`src/hdl/ivcs_pkg.sv`:
```
// package for the indexing valve cycle sequencer
// holds sizes, codes, shared types and the time saturation function
// no dependencies
package ivcs_pkg;

  localparam int VALVES    = 6;
  localparam int TIME_BITS = 16;
  localparam int NTIMES    = 6;
  localparam int IN_TIME_W = 16;
  localparam int POS_W     = 3;
  localparam int CNT_W     = 3;
  localparam int CFG_W     = 8;

  localparam logic [POS_W-1:0]     POS_LAST = POS_W'(VALVES - 1);
  localparam logic [TIME_BITS-1:0] TIME_MAX = '1;

  localparam logic [CFG_W-1:0] MIN_ON_RST     = 8'd10;
  localparam logic [CFG_W-1:0] OFF_SETTLE_RST = 8'd45;

  // configuration register indexes
  localparam logic CFG_MIN_ON     = 1'b0;
  localparam logic CFG_OFF_SETTLE = 1'b1;

  typedef enum logic [1:0] {
    OP_TICK  = 2'd0,
    OP_STOP  = 2'd1,
    OP_CYCLE = 2'd2,
    OP_QUIT  = 2'd3
  } opcode_t;

  typedef enum logic [3:0] {
    PH_IDLE     = 4'b0001,
    PH_ON_MIN   = 4'b0010,
    PH_ON_EXTRA = 4'b0100,
    PH_SETTLE   = 4'b1000
  } phase_t;

  typedef logic [NTIMES-1:0][IN_TIME_W-1:0] in_times_t;
  typedef logic [NTIMES-1:0][TIME_BITS-1:0] times_t;

  typedef struct packed {
    logic [CFG_W-1:0] min_on;
    logic [CFG_W-1:0] off_settle;
  } cfg_t;

  typedef struct packed {
    logic             halted;
    logic             busy;
    logic [POS_W-1:0] outlet;
    logic             drive_on;
  } res_t;

  function automatic logic [TIME_BITS-1:0] sat_time(input logic [IN_TIME_W-1:0] v);
    logic [31:0] w;
    w = 32'(v);
    if (w > 32'(TIME_MAX)) begin
      sat_time = TIME_MAX;
    end else begin
      sat_time = w[TIME_BITS-1:0];
    end
  endfunction

endpackage

```
`src/hdl/ivcs_cfg_regs.sv`:
```
// configuration registers: minimum on time and off settle time
// depends on ivcs_pkg
module ivcs_cfg_regs import ivcs_pkg::*; (
  input  logic             clk,
  input  logic             rst,
  input  logic             cfg_we,
  input  logic             cfg_index,
  input  logic [CFG_W-1:0] cfg_data,
  output cfg_t             cfg
);

  logic [CFG_W-1:0] min_on;
  logic [CFG_W-1:0] off_settle;

  always_ff @(posedge clk) begin
    if (rst) begin
      min_on     <= MIN_ON_RST;
      off_settle <= OFF_SETTLE_RST;
    end else if (cfg_we) begin
      case (cfg_index)
        CFG_MIN_ON:     min_on     <= cfg_data;
        CFG_OFF_SETTLE: off_settle <= cfg_data;
        default: ;
      endcase
    end
  end

  assign cfg.min_on     = min_on;
  assign cfg.off_settle = off_settle;

endmodule

```
`src/hdl/ivcs_core.sv`:
```
// sequencer state and the per-item update: ticks, pending commands,
// homing, outlet opens and settle waits; depends on ivcs_pkg
module ivcs_core import ivcs_pkg::*; (
  input  logic      clk,
  input  logic      rst,
  input  logic      step,
  input  opcode_t   op,
  input  in_times_t times,
  input  cfg_t      cfg,
  output res_t      res
);

  logic [POS_W-1:0]     position, position_next;
  logic                 energized, energized_next;
  phase_t               phase, phase_next;
  logic [TIME_BITS-1:0] seconds_left, seconds_left_next;
  logic                 homing, homing_next;
  logic [CNT_W-1:0]     opens_done, opens_done_next;
  times_t               active_times, active_times_next;
  logic                 pending_valid, pending_valid_next;
  opcode_t              pending_kind, pending_kind_next;
  times_t               pending_times, pending_times_next;
  logic                 stopped, stopped_next;

  logic [TIME_BITS-1:0] min_on_t;
  logic [TIME_BITS-1:0] off_settle_t;
  logic [TIME_BITS-1:0] len;

  assign min_on_t     = TIME_BITS'(cfg.min_on);
  assign off_settle_t = TIME_BITS'(cfg.off_settle);
  assign len          = homing ? min_on_t : active_times[opens_done];

  always_comb begin
    position_next      = position;
    energized_next     = energized;
    phase_next         = phase;
    seconds_left_next  = seconds_left;
    homing_next        = homing;
    opens_done_next    = opens_done;
    active_times_next  = active_times;
    pending_valid_next = pending_valid;
    pending_kind_next  = pending_kind;
    pending_times_next = pending_times;
    stopped_next       = stopped;

    if (!stopped) begin
      if (op == OP_TICK) begin
        if (phase != PH_IDLE) begin
          if (seconds_left > TIME_BITS'(1)) begin
            seconds_left_next = seconds_left - TIME_BITS'(1);
          end else begin
            seconds_left_next = '0;
            case (phase)
              PH_ON_MIN: begin
                if (len > min_on_t && !pending_valid) begin
                  phase_next        = PH_ON_EXTRA;
                  seconds_left_next = len - min_on_t;
                end else begin
                  position_next     = (position == POS_LAST) ? '0 : position + POS_W'(1);
                  energized_next    = 1'b0;
                  phase_next        = PH_SETTLE;
                  seconds_left_next = off_settle_t;
                end
              end
              PH_ON_EXTRA: begin
                position_next     = (position == POS_LAST) ? '0 : position + POS_W'(1);
                energized_next    = 1'b0;
                phase_next        = PH_SETTLE;
                seconds_left_next = off_settle_t;
              end
              PH_SETTLE: begin
                if (homing) begin
                  if (position == '0) begin
                    homing_next     = 1'b0;
                    opens_done_next = '0;
                  end
                  energized_next    = 1'b1;
                  phase_next        = PH_ON_MIN;
                  seconds_left_next = min_on_t;
                end else if (opens_done == CNT_W'(VALVES - 1)) begin
                  // last outlet done: the cycle is over
                  opens_done_next   = '0;
                  phase_next        = PH_IDLE;
                  seconds_left_next = '0;
                end else begin
                  opens_done_next   = opens_done + CNT_W'(1);
                  energized_next    = 1'b1;
                  phase_next        = PH_ON_MIN;
                  seconds_left_next = min_on_t;
                end
              end
              default: ;
            endcase
          end
        end
      end else begin
        pending_valid_next = 1'b1;
        pending_kind_next  = op;
        if (op == OP_CYCLE) begin
          for (int i = 0; i < NTIMES; i++) begin
            pending_times_next[i] = sat_time(times[i]);
          end
        end
        // a new command cuts the extra on time short
        if (phase == PH_ON_EXTRA) begin
          position_next     = (position == POS_LAST) ? '0 : position + POS_W'(1);
          energized_next    = 1'b0;
          phase_next        = PH_SETTLE;
          seconds_left_next = off_settle_t;
        end
      end

      if (phase_next == PH_IDLE && pending_valid_next) begin
        pending_valid_next = 1'b0;
        if (pending_kind_next == OP_QUIT) begin
          stopped_next = 1'b1;
        end else if (pending_kind_next == OP_CYCLE) begin
          active_times_next = pending_times_next;
          homing_next       = (position_next != '0);
          opens_done_next   = '0;
          energized_next    = 1'b1;
          phase_next        = PH_ON_MIN;
          seconds_left_next = min_on_t;
        end
      end
    end
  end

  always_ff @(posedge clk) begin
    if (rst) begin
      position      <= '0;
      energized     <= 1'b0;
      phase         <= PH_IDLE;
      seconds_left  <= '0;
      homing        <= 1'b0;
      opens_done    <= '0;
      pending_valid <= 1'b0;
      pending_kind  <= OP_TICK;
      stopped       <= 1'b0;
    end else if (step) begin
      position      <= position_next;
      energized     <= energized_next;
      phase         <= phase_next;
      seconds_left  <= seconds_left_next;
      homing        <= homing_next;
      opens_done    <= opens_done_next;
      pending_valid <= pending_valid_next;
      pending_kind  <= pending_kind_next;
      stopped       <= stopped_next;
    end
  end

  // time tables are only read after an OP_CYCLE command has written them
  always_ff @(posedge clk) begin
    if (step) begin
      active_times  <= active_times_next;
      pending_times <= pending_times_next;
    end
  end

  assign res.halted   = stopped_next;
  assign res.busy     = (phase_next != PH_IDLE);
  assign res.outlet   = position_next;
  assign res.drive_on = energized_next;

`ifndef SYNTHESIS
  a_halt_sticky: assert property (@(posedge clk) disable iff (rst)
    stopped |=> stopped)
    else $error("halted flag cleared");

  a_drive_in_on_phase: assert property (@(posedge clk) disable iff (rst)
    energized |-> (phase == PH_ON_MIN || phase == PH_ON_EXTRA))
    else $error("drive on outside an on phase");

  a_position_range: assert property (@(posedge clk) disable iff (rst)
    position <= POS_LAST)
    else $error("position out of range");

  a_idle_no_pending: assert property (@(posedge clk) disable iff (rst)
    (phase == PH_IDLE) |-> !pending_valid)
    else $error("pending command left while idle");
`endif

endmodule

```
`src/hdl/indexing_valve_cycle_sequencer_top.sv`:
```
// an item passes the input register, then the result register, before it can transfer
// out; one item per cycle while m_tready does not hold the result register
// the result register refills in the cycle it is taken, so no stall bubbles
// reset: synchronous rst clears the control state (not the data and time table registers),
// sets min on to 10 s and settle to 45 s; no clearing pass, items are taken right after reset
module indexing_valve_cycle_sequencer_top import ivcs_pkg::*; (
  input  logic                          clk,
  input  logic                          rst,
  input  logic                          s_tvalid,
  output logic                          s_tready,
  // valve_time_0 .. valve_time_5, 16 bits each from the lowest bit up
  input  logic [NTIMES*IN_TIME_W-1:0]   s_tdata,
  // opcode
  input  logic [1:0]                    s_tuser,
  output logic                          m_tvalid,
  input  logic                          m_tready,
  // drive_on, outlet[2:0], busy_res, halted, two zero bits
  output logic [7:0]                    m_tdata,
  input  logic                          cfg_we,
  input  logic                          cfg_index,
  input  logic [CFG_W-1:0]              cfg_data
);

  logic                        in_valid;
  logic [NTIMES*IN_TIME_W-1:0] in_data;
  opcode_t                     in_op;
  logic                        advance;
  logic                        out_valid;
  res_t                        out_res;
  res_t                        core_res;
  cfg_t                        cfg;

  assign advance  = in_valid && (!out_valid || m_tready);
  assign s_tready = !in_valid || advance;

  always_ff @(posedge clk) begin
    if (rst) begin
      in_valid <= 1'b0;
    end else if (s_tready) begin
      in_valid <= s_tvalid;
    end
  end

  always_ff @(posedge clk) begin
    if (s_tready && s_tvalid) begin
      in_data <= s_tdata;
      in_op   <= opcode_t'(s_tuser);
    end
  end

  ivcs_cfg_regs u_cfg (
    .clk       (clk),
    .rst       (rst),
    .cfg_we    (cfg_we),
    .cfg_index (cfg_index),
    .cfg_data  (cfg_data),
    .cfg       (cfg)
  );

  ivcs_core u_core (
    .clk   (clk),
    .rst   (rst),
    .step  (advance),
    .op    (in_op),
    .times (in_times_t'(in_data)),
    .cfg   (cfg),
    .res   (core_res)
  );

  always_ff @(posedge clk) begin
    if (rst) begin
      out_valid <= 1'b0;
    end else if (advance) begin
      out_valid <= 1'b1;
    end else if (m_tready) begin
      out_valid <= 1'b0;
    end
  end

  always_ff @(posedge clk) begin
    if (advance) begin
      out_res <= core_res;
    end
  end

  assign m_tvalid = out_valid;
  assign m_tdata  = {2'b00, out_res.halted, out_res.busy, out_res.outlet, out_res.drive_on};

endmodule

```
`config.mk`:
```
export PLATFORM = sky130hd
export DESIGN_NAME = indexing_valve_cycle_sequencer_top
export DESIGN_NICKNAME = d
export VERILOG_FILES = /design/src/hdl/ivcs_pkg.sv /design/src/hdl/ivcs_cfg_regs.sv /design/src/hdl/ivcs_core.sv /design/src/hdl/indexing_valve_cycle_sequencer_top.sv
export SDC_FILE = /design/constraint.sdc
export NUM_CORES = 1
export LEC_CHECK = 0
export ABC_AREA = 1
export ABC_CLOCK_PERIOD_IN_PS = 10800
export BUFFER_PORTS_ARGS = -buffer_cell sky130_fd_sc_hd__buf_2
export CORE_MARGIN = 1
export CORE_UTILIZATION = 45
export CTS_CLUSTER_DIAMETER = 60
export DETAILED_ROUTE_END_ITERATION = 10
export SETUP_SLACK_MARGIN = 0.05
export SLEW_MARGIN = 15
export SYNTH_ARGS = -nofsm -noshare
export SYNTH_HDL_FRONTEND = slang
export SYNTH_HIERARCHICAL = 1
export SYNTH_SLANG_ARGS = --single-unit
```
`constraint.sdc`:
```
create_clock -name clk -period 10.8 [get_ports clk]
set_input_delay 0 -clock clk [delete_from_list [all_inputs] [get_ports clk]]
set_output_delay 0 -clock clk [all_outputs]
set_load 0.005 [all_outputs]
```
# [After elaboration in Yosys (flattened, before gate mapping)]
# Cells that the tools add are included.
[op_classes] n_shift=0 div=0 n_mux=79 magnitude_cmp=3 bitwise_logic=3 reduce_logical=17 eq_ne=11 addsub=4 n_mul=0
[op_table] cell="2-to-1 mux 96 bit" n=2
[op_table] cell="2-to-1 mux 16 bit" n=11
[op_table] cell="2-to-1 mux 3 bit" n=18
[op_table] cell="binary-select mux 16 bit (select 3 bit)" n=1
[op_table] cell="case mux 16 bit (3 select lines)" n=1
[op_table] cell="2-to-1 mux 4 bit" n=11
[op_table] cell="2-to-1 mux 1 bit" n=28
[op_table] cell="greater-than comparator 16 x 1 -> 1 bit (second input constant)" n=1
[op_table] cell="greater-than comparator 16 x 8 -> 1 bit" n=1
[op_table] cell="subtractor 16 x 1 -> 16 bit (second input constant)" n=1
[op_table] cell="subtractor 16 x 8 -> 16 bit" n=1
[op_table] cell="case mux 4 bit (3 select lines)" n=1
[op_table] cell="2-to-1 mux 8 bit" n=1
[op_table] cell="!= test 4 x 1 -> 1 bit (second input constant)" n=2
[op_table] cell="adder 3 x 1 -> 3 bit (second input constant)" n=2
[op_table] cell="== test 2 bit (second input constant)" n=3
[op_table] cell="== test 3 bit (second input constant)" n=2
[op_table] cell="2-to-1 mux 2 bit" n=3
[op_table] cell="case mux 3 bit (2 select lines)" n=1
[op_table] cell="AND reduction 2 bit" n=3
[op_table] cell="AND reduction 5 bit" n=1
[op_table] cell="== test 4 x 1 -> 1 bit (second input constant)" n=1
[op_table] cell="== test 4 x 2 -> 1 bit (second input constant)" n=1
[op_table] cell="== test 4 x 3 -> 1 bit (second input constant)" n=1
[op_table] cell="other kinds (11)" n=19
[word_totals] regBits=346 ramBits=0 output_inout_bits=10 latchBits=0 n_memories=0 mem_bits_ro=0 word_cells=148

# [Longest topological paths before layout]
[depth] depth_word=16 ltp_mapped=29

# [Modules after synthesis]
# Netlist, hierarchy kept.
[by_module_without_submodules] mod="ivcs_core" seq_area_each_um2=6406.1 area_each_um2=11544.8 n_inst=1 cells_each=1130
[by_module_without_submodules] mod="indexing_valve_cycle_sequencer_top" seq_area_each_um2=3163.0 area_each_um2=3233.1 n_inst=1 cells_each=119
[by_module_without_submodules] mod="ivcs_cfg_regs" seq_area_each_um2=320.3 area_each_um2=618.1 n_inst=1 cells_each=85

# [Worst setup path after synthesis]
# OpenSTA, ideal clock, no wires.
[synth_path] kind="register -> register" from="register u_core.opens_done[0]" to="register u_core/active_times[0] in the netlist's numbering, enable pin" slack_ps=3125 period_less_slack_ps=7675 setup_time_ps=554 n_path_buf=3 required_time_ps=10246 stages_incl_launch_ff=24 t_arrival_ps=7121 path_cell_list="dfxtp_1 buf_6 buf_6 clkbuf_1 or2_2 o211ai_1 a21oi_1 o22ai_1 ha_1 inv_1 fa_1 nand3_1 nand3_1 nand2_1 nand2_1 nand2_1 nand3_1 nor2_2 nand2_4 nand4_2 nand2_2 nor2_4 nand4_1 nor2_1"
[synth_between] elab_chain_len=14 word_cells_on_any_way=17
[synth_lines] element="start, declared" line="ivcs_core.sv:18" source="logic [CNT_W-1:0] opens_done, opens_done_next;"
[synth_lines] element="start signal, assigned" line="ivcs_core.sv:146" source="opens_done <= opens_done_next;"
[synth_lines] element="binary-select mux 16 bit (select 3 bit)" line="ivcs_core.sv:31" source="assign len = homing ? min_on_t : active_times[opens_done];"
[synth_lines] element="2-to-1 mux 16 bit (implied by the code)" line="ivcs_core.sv:31"
[synth_lines] element="2-to-1 mux 16 bit" line="ivcs_core.sv:31"
[synth_lines] element="greater-than comparator 16 x 8 -> 1 bit" line="ivcs_core.sv:55" source="if (len > min_on_t && !pending_valid) begin"
[synth_lines] element="logical AND 1 bit" line="ivcs_core.sv:55"
[synth_lines] element="2-to-1 mux 4 bit" line="ivcs_core.sv:55"
[synth_lines] element="case mux 4 bit (3 select lines) (*)" line="ivcs_core.sv:53" source="case (phase)"
[synth_lines] element="2-to-1 mux 4 bit (*)" line="ivcs_core.sv:49" source="if (seconds_left > TIME_BITS'(1)) begin"
[synth_lines] element="2-to-1 mux 4 bit (*)" line="ivcs_core.sv:48" source="if (phase != PH_IDLE) begin"
[synth_lines] element="2-to-1 mux 4 bit (*)" line="ivcs_core.sv:47" source="if (op == OP_TICK) begin"
[synth_lines] element="2-to-1 mux 4 bit (*)" line="ivcs_core.sv:46" source="if (!stopped) begin"
[synth_lines] element="== test 4 x 1 -> 1 bit (*)" line="ivcs_core.sv:113" source="if (phase_next == PH_IDLE && pending_valid_next) begin"
[synth_lines] element="logical AND 1 bit (*)" line="ivcs_core.sv:113"
[synth_lines] element="AND reduction 5 bit (no source line) (*)"
[synth_lines] element="end signal, assigned" line="ivcs_core.sv:156" source="active_times <= active_times_next;"
[synth_lines] element="end, declared" line="ivcs_core.sv:19" source="times_t active_times, active_times_next;"
# Mark *: on every way between the ends. The rest lies on a longest branch, timed or not. The select of a mux whose other input is x is not followed.
# A chain may end at the register's enable or synchronous reset.

# [Final worst setup path]
[layout_path] from="register u_core.opens_done[1]" to="register u_core/active_times[82] in the netlist's numbering, enable pin"
# Same word-level chain as after synthesis.

==> results.json <==
{
  "diodes": 0,
  "drtIter0Drc": 892,
  "synthTopCellsByArea": "edfxtp_1 (58%), mux2_2 (7.0%), dfxtp_1 (6.5%), nand2_1 (5.6%), nand3_1 (3.0%)",
  "skew_ns": 0.0182,
  "yosys.area.top_type": "edfxtp_1",
  "grt_pass1_wl_mm": 58.3,
  "cts.sinks": 346,
  "post_cts_buffers": 0,
  "worst-setup-path-type": "flop to flop",
  "cp.required_ns": 10.96,
  "portBuffers": 119,
  "die_y_um": 187,
  "wl_per_cell_um": 18.1,
  "gp_congestion": 0.947,
  "cp_slowest_stage_delay_ns": 0.81,
  "final_nets": 1703,
  "core_area_um2": 33600,
  "hold_viol_final": 0,
  "placementRows": 67,
  "areaGrowthSynthToFinish_pct": 23.2,
  "cts_tree": "yes",
  "num_vias": 10683,
  "clk_transition_reported_paths_ns": 0.06,
  "grt.total_usage": 0.213,
  "first_pass_iters": 5,
  "hp-class": "input pin to flop",
  "cts_made_buffers": 39,
  "postSynthAreaPerCell_um2": 11.5,
  "cp_data_arrival_time_ns": 5.64,
  "maxCapViolCount": 0,
  "fill_cells": 2823,
  "final_antenna_net_count": 0,
  "fin_crit_ns": 5.48,
  "finalWirelength_mm": 37.1,
  "cp_top_family": "simple AND/OR/NAND/NOR gates",
  "grt_pass1_vias": 10580,
  "syn_area_um2": 15400,
  "ir_worst_vdd_mv": 0.134,
  "clock.fmax_mhz": 182,
  "boundaryPins": 122,
  "setup-tns-final_ns": 0,
  "clockRootBuffer": "clkbuf_16",
  "drive_gt1_frac": 0.212,
  "yosysWarnings": 6,
  "async_flop_share": 0,
  "syn_inst": 1334,
  "drc": 0,
  "synth_top_area_frac": 0.577,
  "dp_hpwl_mm": 24.2,
  "status": "finished, final reports clean",
  "htree_levels": 2,
  "fin_crit_sh": 0.507,
  "path_buf_inv": 3,
  "path_cells": "inv_2 > nor2_2 > a22oi_1 > a21oi_1 > o22ai_1 > ha_1 > inv_1 > fa_1 > nand3_1 > nand3_1 > nand2_1 > nand2_1 > nand2_1 > nand3_1 > nor2_2 > nand2_4 > nand3_4 > nand2_2 > nand2_2 > nand2_2 > nand4_1 > nor2_4 > buf_4",
  "relSlewSlack": 0.299,
  "die_area_um2": 35000,
  "antenna_found_initial": 0,
  "worstMarginPinSlew_ns": 1.05,
  "total_leakage_power_nw": 7.37,
  "timing.hold.ws_ns": 0.163,
  "ys_seq_area_frac": 0.642,
  "crit_fanout": 73,
  "via_per_inst": 5.19,
  "rsz0062_at_grt": "false",
  "ys_ff_latch": 346,
  "cpMaxStageDelayCell": "dfxtp_1",
  "clkLatencyLatePin_ns": 0.54,
  "cts_buffer_depth": 3,
  "setup.worst_path.end_class": "flop",
  "cellPowerDensity_nw_per_um2": 171,
  "initial_core_util": 0.458,
  "drv_slew": 0,
  "grt_start_max_net_pins": 80,
  "startpoint_type": "flop",
  "setup_viol": 0,
  "ys_types": 54,
  "die_width_um": 187,
  "synth_enable_flop_cells": 296,
  "overflow": 0,
  "ys.flop_type": "edfxtp_1"
}
repair_timing:
action / in CTS / in global routing
hold buffers: 126 / 0
hold endpoints to repair: 120 / 0
resized for setup: 0 / 0
endpoints found under the setup margin: 0 / 0
kinds of logic (layout without fill, tap and decap cells):
family                     count (synthesis)  after routing  synth area share
muxes                                     96             96            0.0702
xor gates and xnor gates                  18             18            0.0102
DFF                                      346            346             0.642
adders and majority gates                 12             12            0.0102
other                                      1              2          0.000244
and+or+nand+nor                          471            471             0.137
buffers and inverters                    180            455            0.0501
AOI/OAI and AO/OA                        210            210            0.0794
worst paths after layout:
path,from,endpoint,slack (ns),cells past startpoint
worst max-delay path,u_core/opens_done[1],u_core/active_times[82],5.32,23
worst min-delay path,s_tdata[37],in_data[37],0.16,2
worst max register to register,u_core/opens_done[1],u_core/active_times[82],5.32,23
worst min register to register,u_core/seconds_left[10],u_core/seconds_left[10],0.49,2
per-layer routing:
layer | track usage | wire length, µm | vias up
met3 | 0.0330 | 1580 | 71
met4 | 0.0779 | 1160 | 0
met5 | 0 | 0 | -
met1 | 0.285 | 16600 | 5140
li1 | - | - | 5191
met2 | 0.353 | 17800 | 281
synth_stat cells, types with 15 or more instances:
| library cell | number |
|---|---|
| o211ai_1 | 21 |
| edfxtp_1 | 296 |
| a21oi_1 | 60 |
| clkbuf_1 | 28 |
| inv_1 | 114 |
| mux2_2 | 96 |
| dfxtp_1 | 50 |
| nand3_1 | 91 |
| nand2_1 | 228 |
| nor2_1 | 93 |
| nand4_1 | 15 |
| o21ai_0 | 72 |
area by class of cell:
cell class | instances | area [µm²] | share of cell area
Tap cell | 448 | 561 | 0.0295
Multi-Input combinational cell | 809 | 4760 | 0.251
Sequential cell | 346 | 9890 | 0.521
Clock inverter | 30 | 329 | 0.0173
Inverter | 126 | 478 | 0.0252
Timing Repair Buffer | 257 | 1950 | 0.103
Clock buffer | 42 | 1010 | 0.0531
placed cells by master (no fill, tap or decap), drive strengths merged, types with 5 or more instances in the layout:
cell / Yosys / routed
o211ai: 21 / 21
nand4: 17 / 17
a22o: 8 / 8
nor2: 102 / 102
edfxtp: 296 / 296
xor2: 9 / 9
nand2: 241 / 241
nand3: 95 / 95
buf: 26 / 131
xnor2: 9 / 9
inv: 122 / 125
a21oi: 63 / 63
clkinv: 4 / 23
a31oi: 12 / 12
dlygate4sd3: 0 / 126
o21a: 8 / 8
nor3: 5 / 5
ha: 11 / 11
o21ai: 80 / 80
mux2: 96 / 96
clkbuf: 28 / 42
o22ai: 8 / 8
dfxtp: 50 / 50
or2: 8 / 8
power by group:
group	switching, mW	internal [mW]
combinational	0.209	0.141
clock	0.549	0.787
sequential	0.0265	1.52
total	0.785	2.45
stage by stage:
stage,util,setup slack [ns],area [µm²],power [mW],instances
3_5_place_dp,0.487,5.39,16400,1.89,1860
5_1_grt,0.564,4.92,19000,3.36,2058
4_1_cts,0.564,5.35,19000,3.26,2058
3_3_place_gp,0.487,5.51,16400,1.89,1860
2_1_floorplan,-,3.12,15400,1.78,1335
6_report,0.564,5.32,19000,3.24,2058
state kept, by name (all words and copies together), names as in the netlist:
| register | count |
|---|---|
| in_data | 96 |
| in_valid | 1 |
| u_core/pending_valid | 1 |
| u_cfg/off_settle | 8 |
| in_op | 2 |
| m_tdata | 6 |
| u_core/pending_kind | 2 |
| u_core/phase | 4 |
| u_cfg/min_on | 8 |
| u_core/stopped | 1 |
| u_core/active_times | 96 |
| u_core/position | 3 |
| m_tvalid | 1 |
| u_core/pending_times | 96 |
| u_core/seconds_left | 16 |
| u_core/homing | 1 |
| u_core/opens_done | 3 |
| u_core/energized | 1 |
Note: power is estimated with default switching activity, not from simulation.
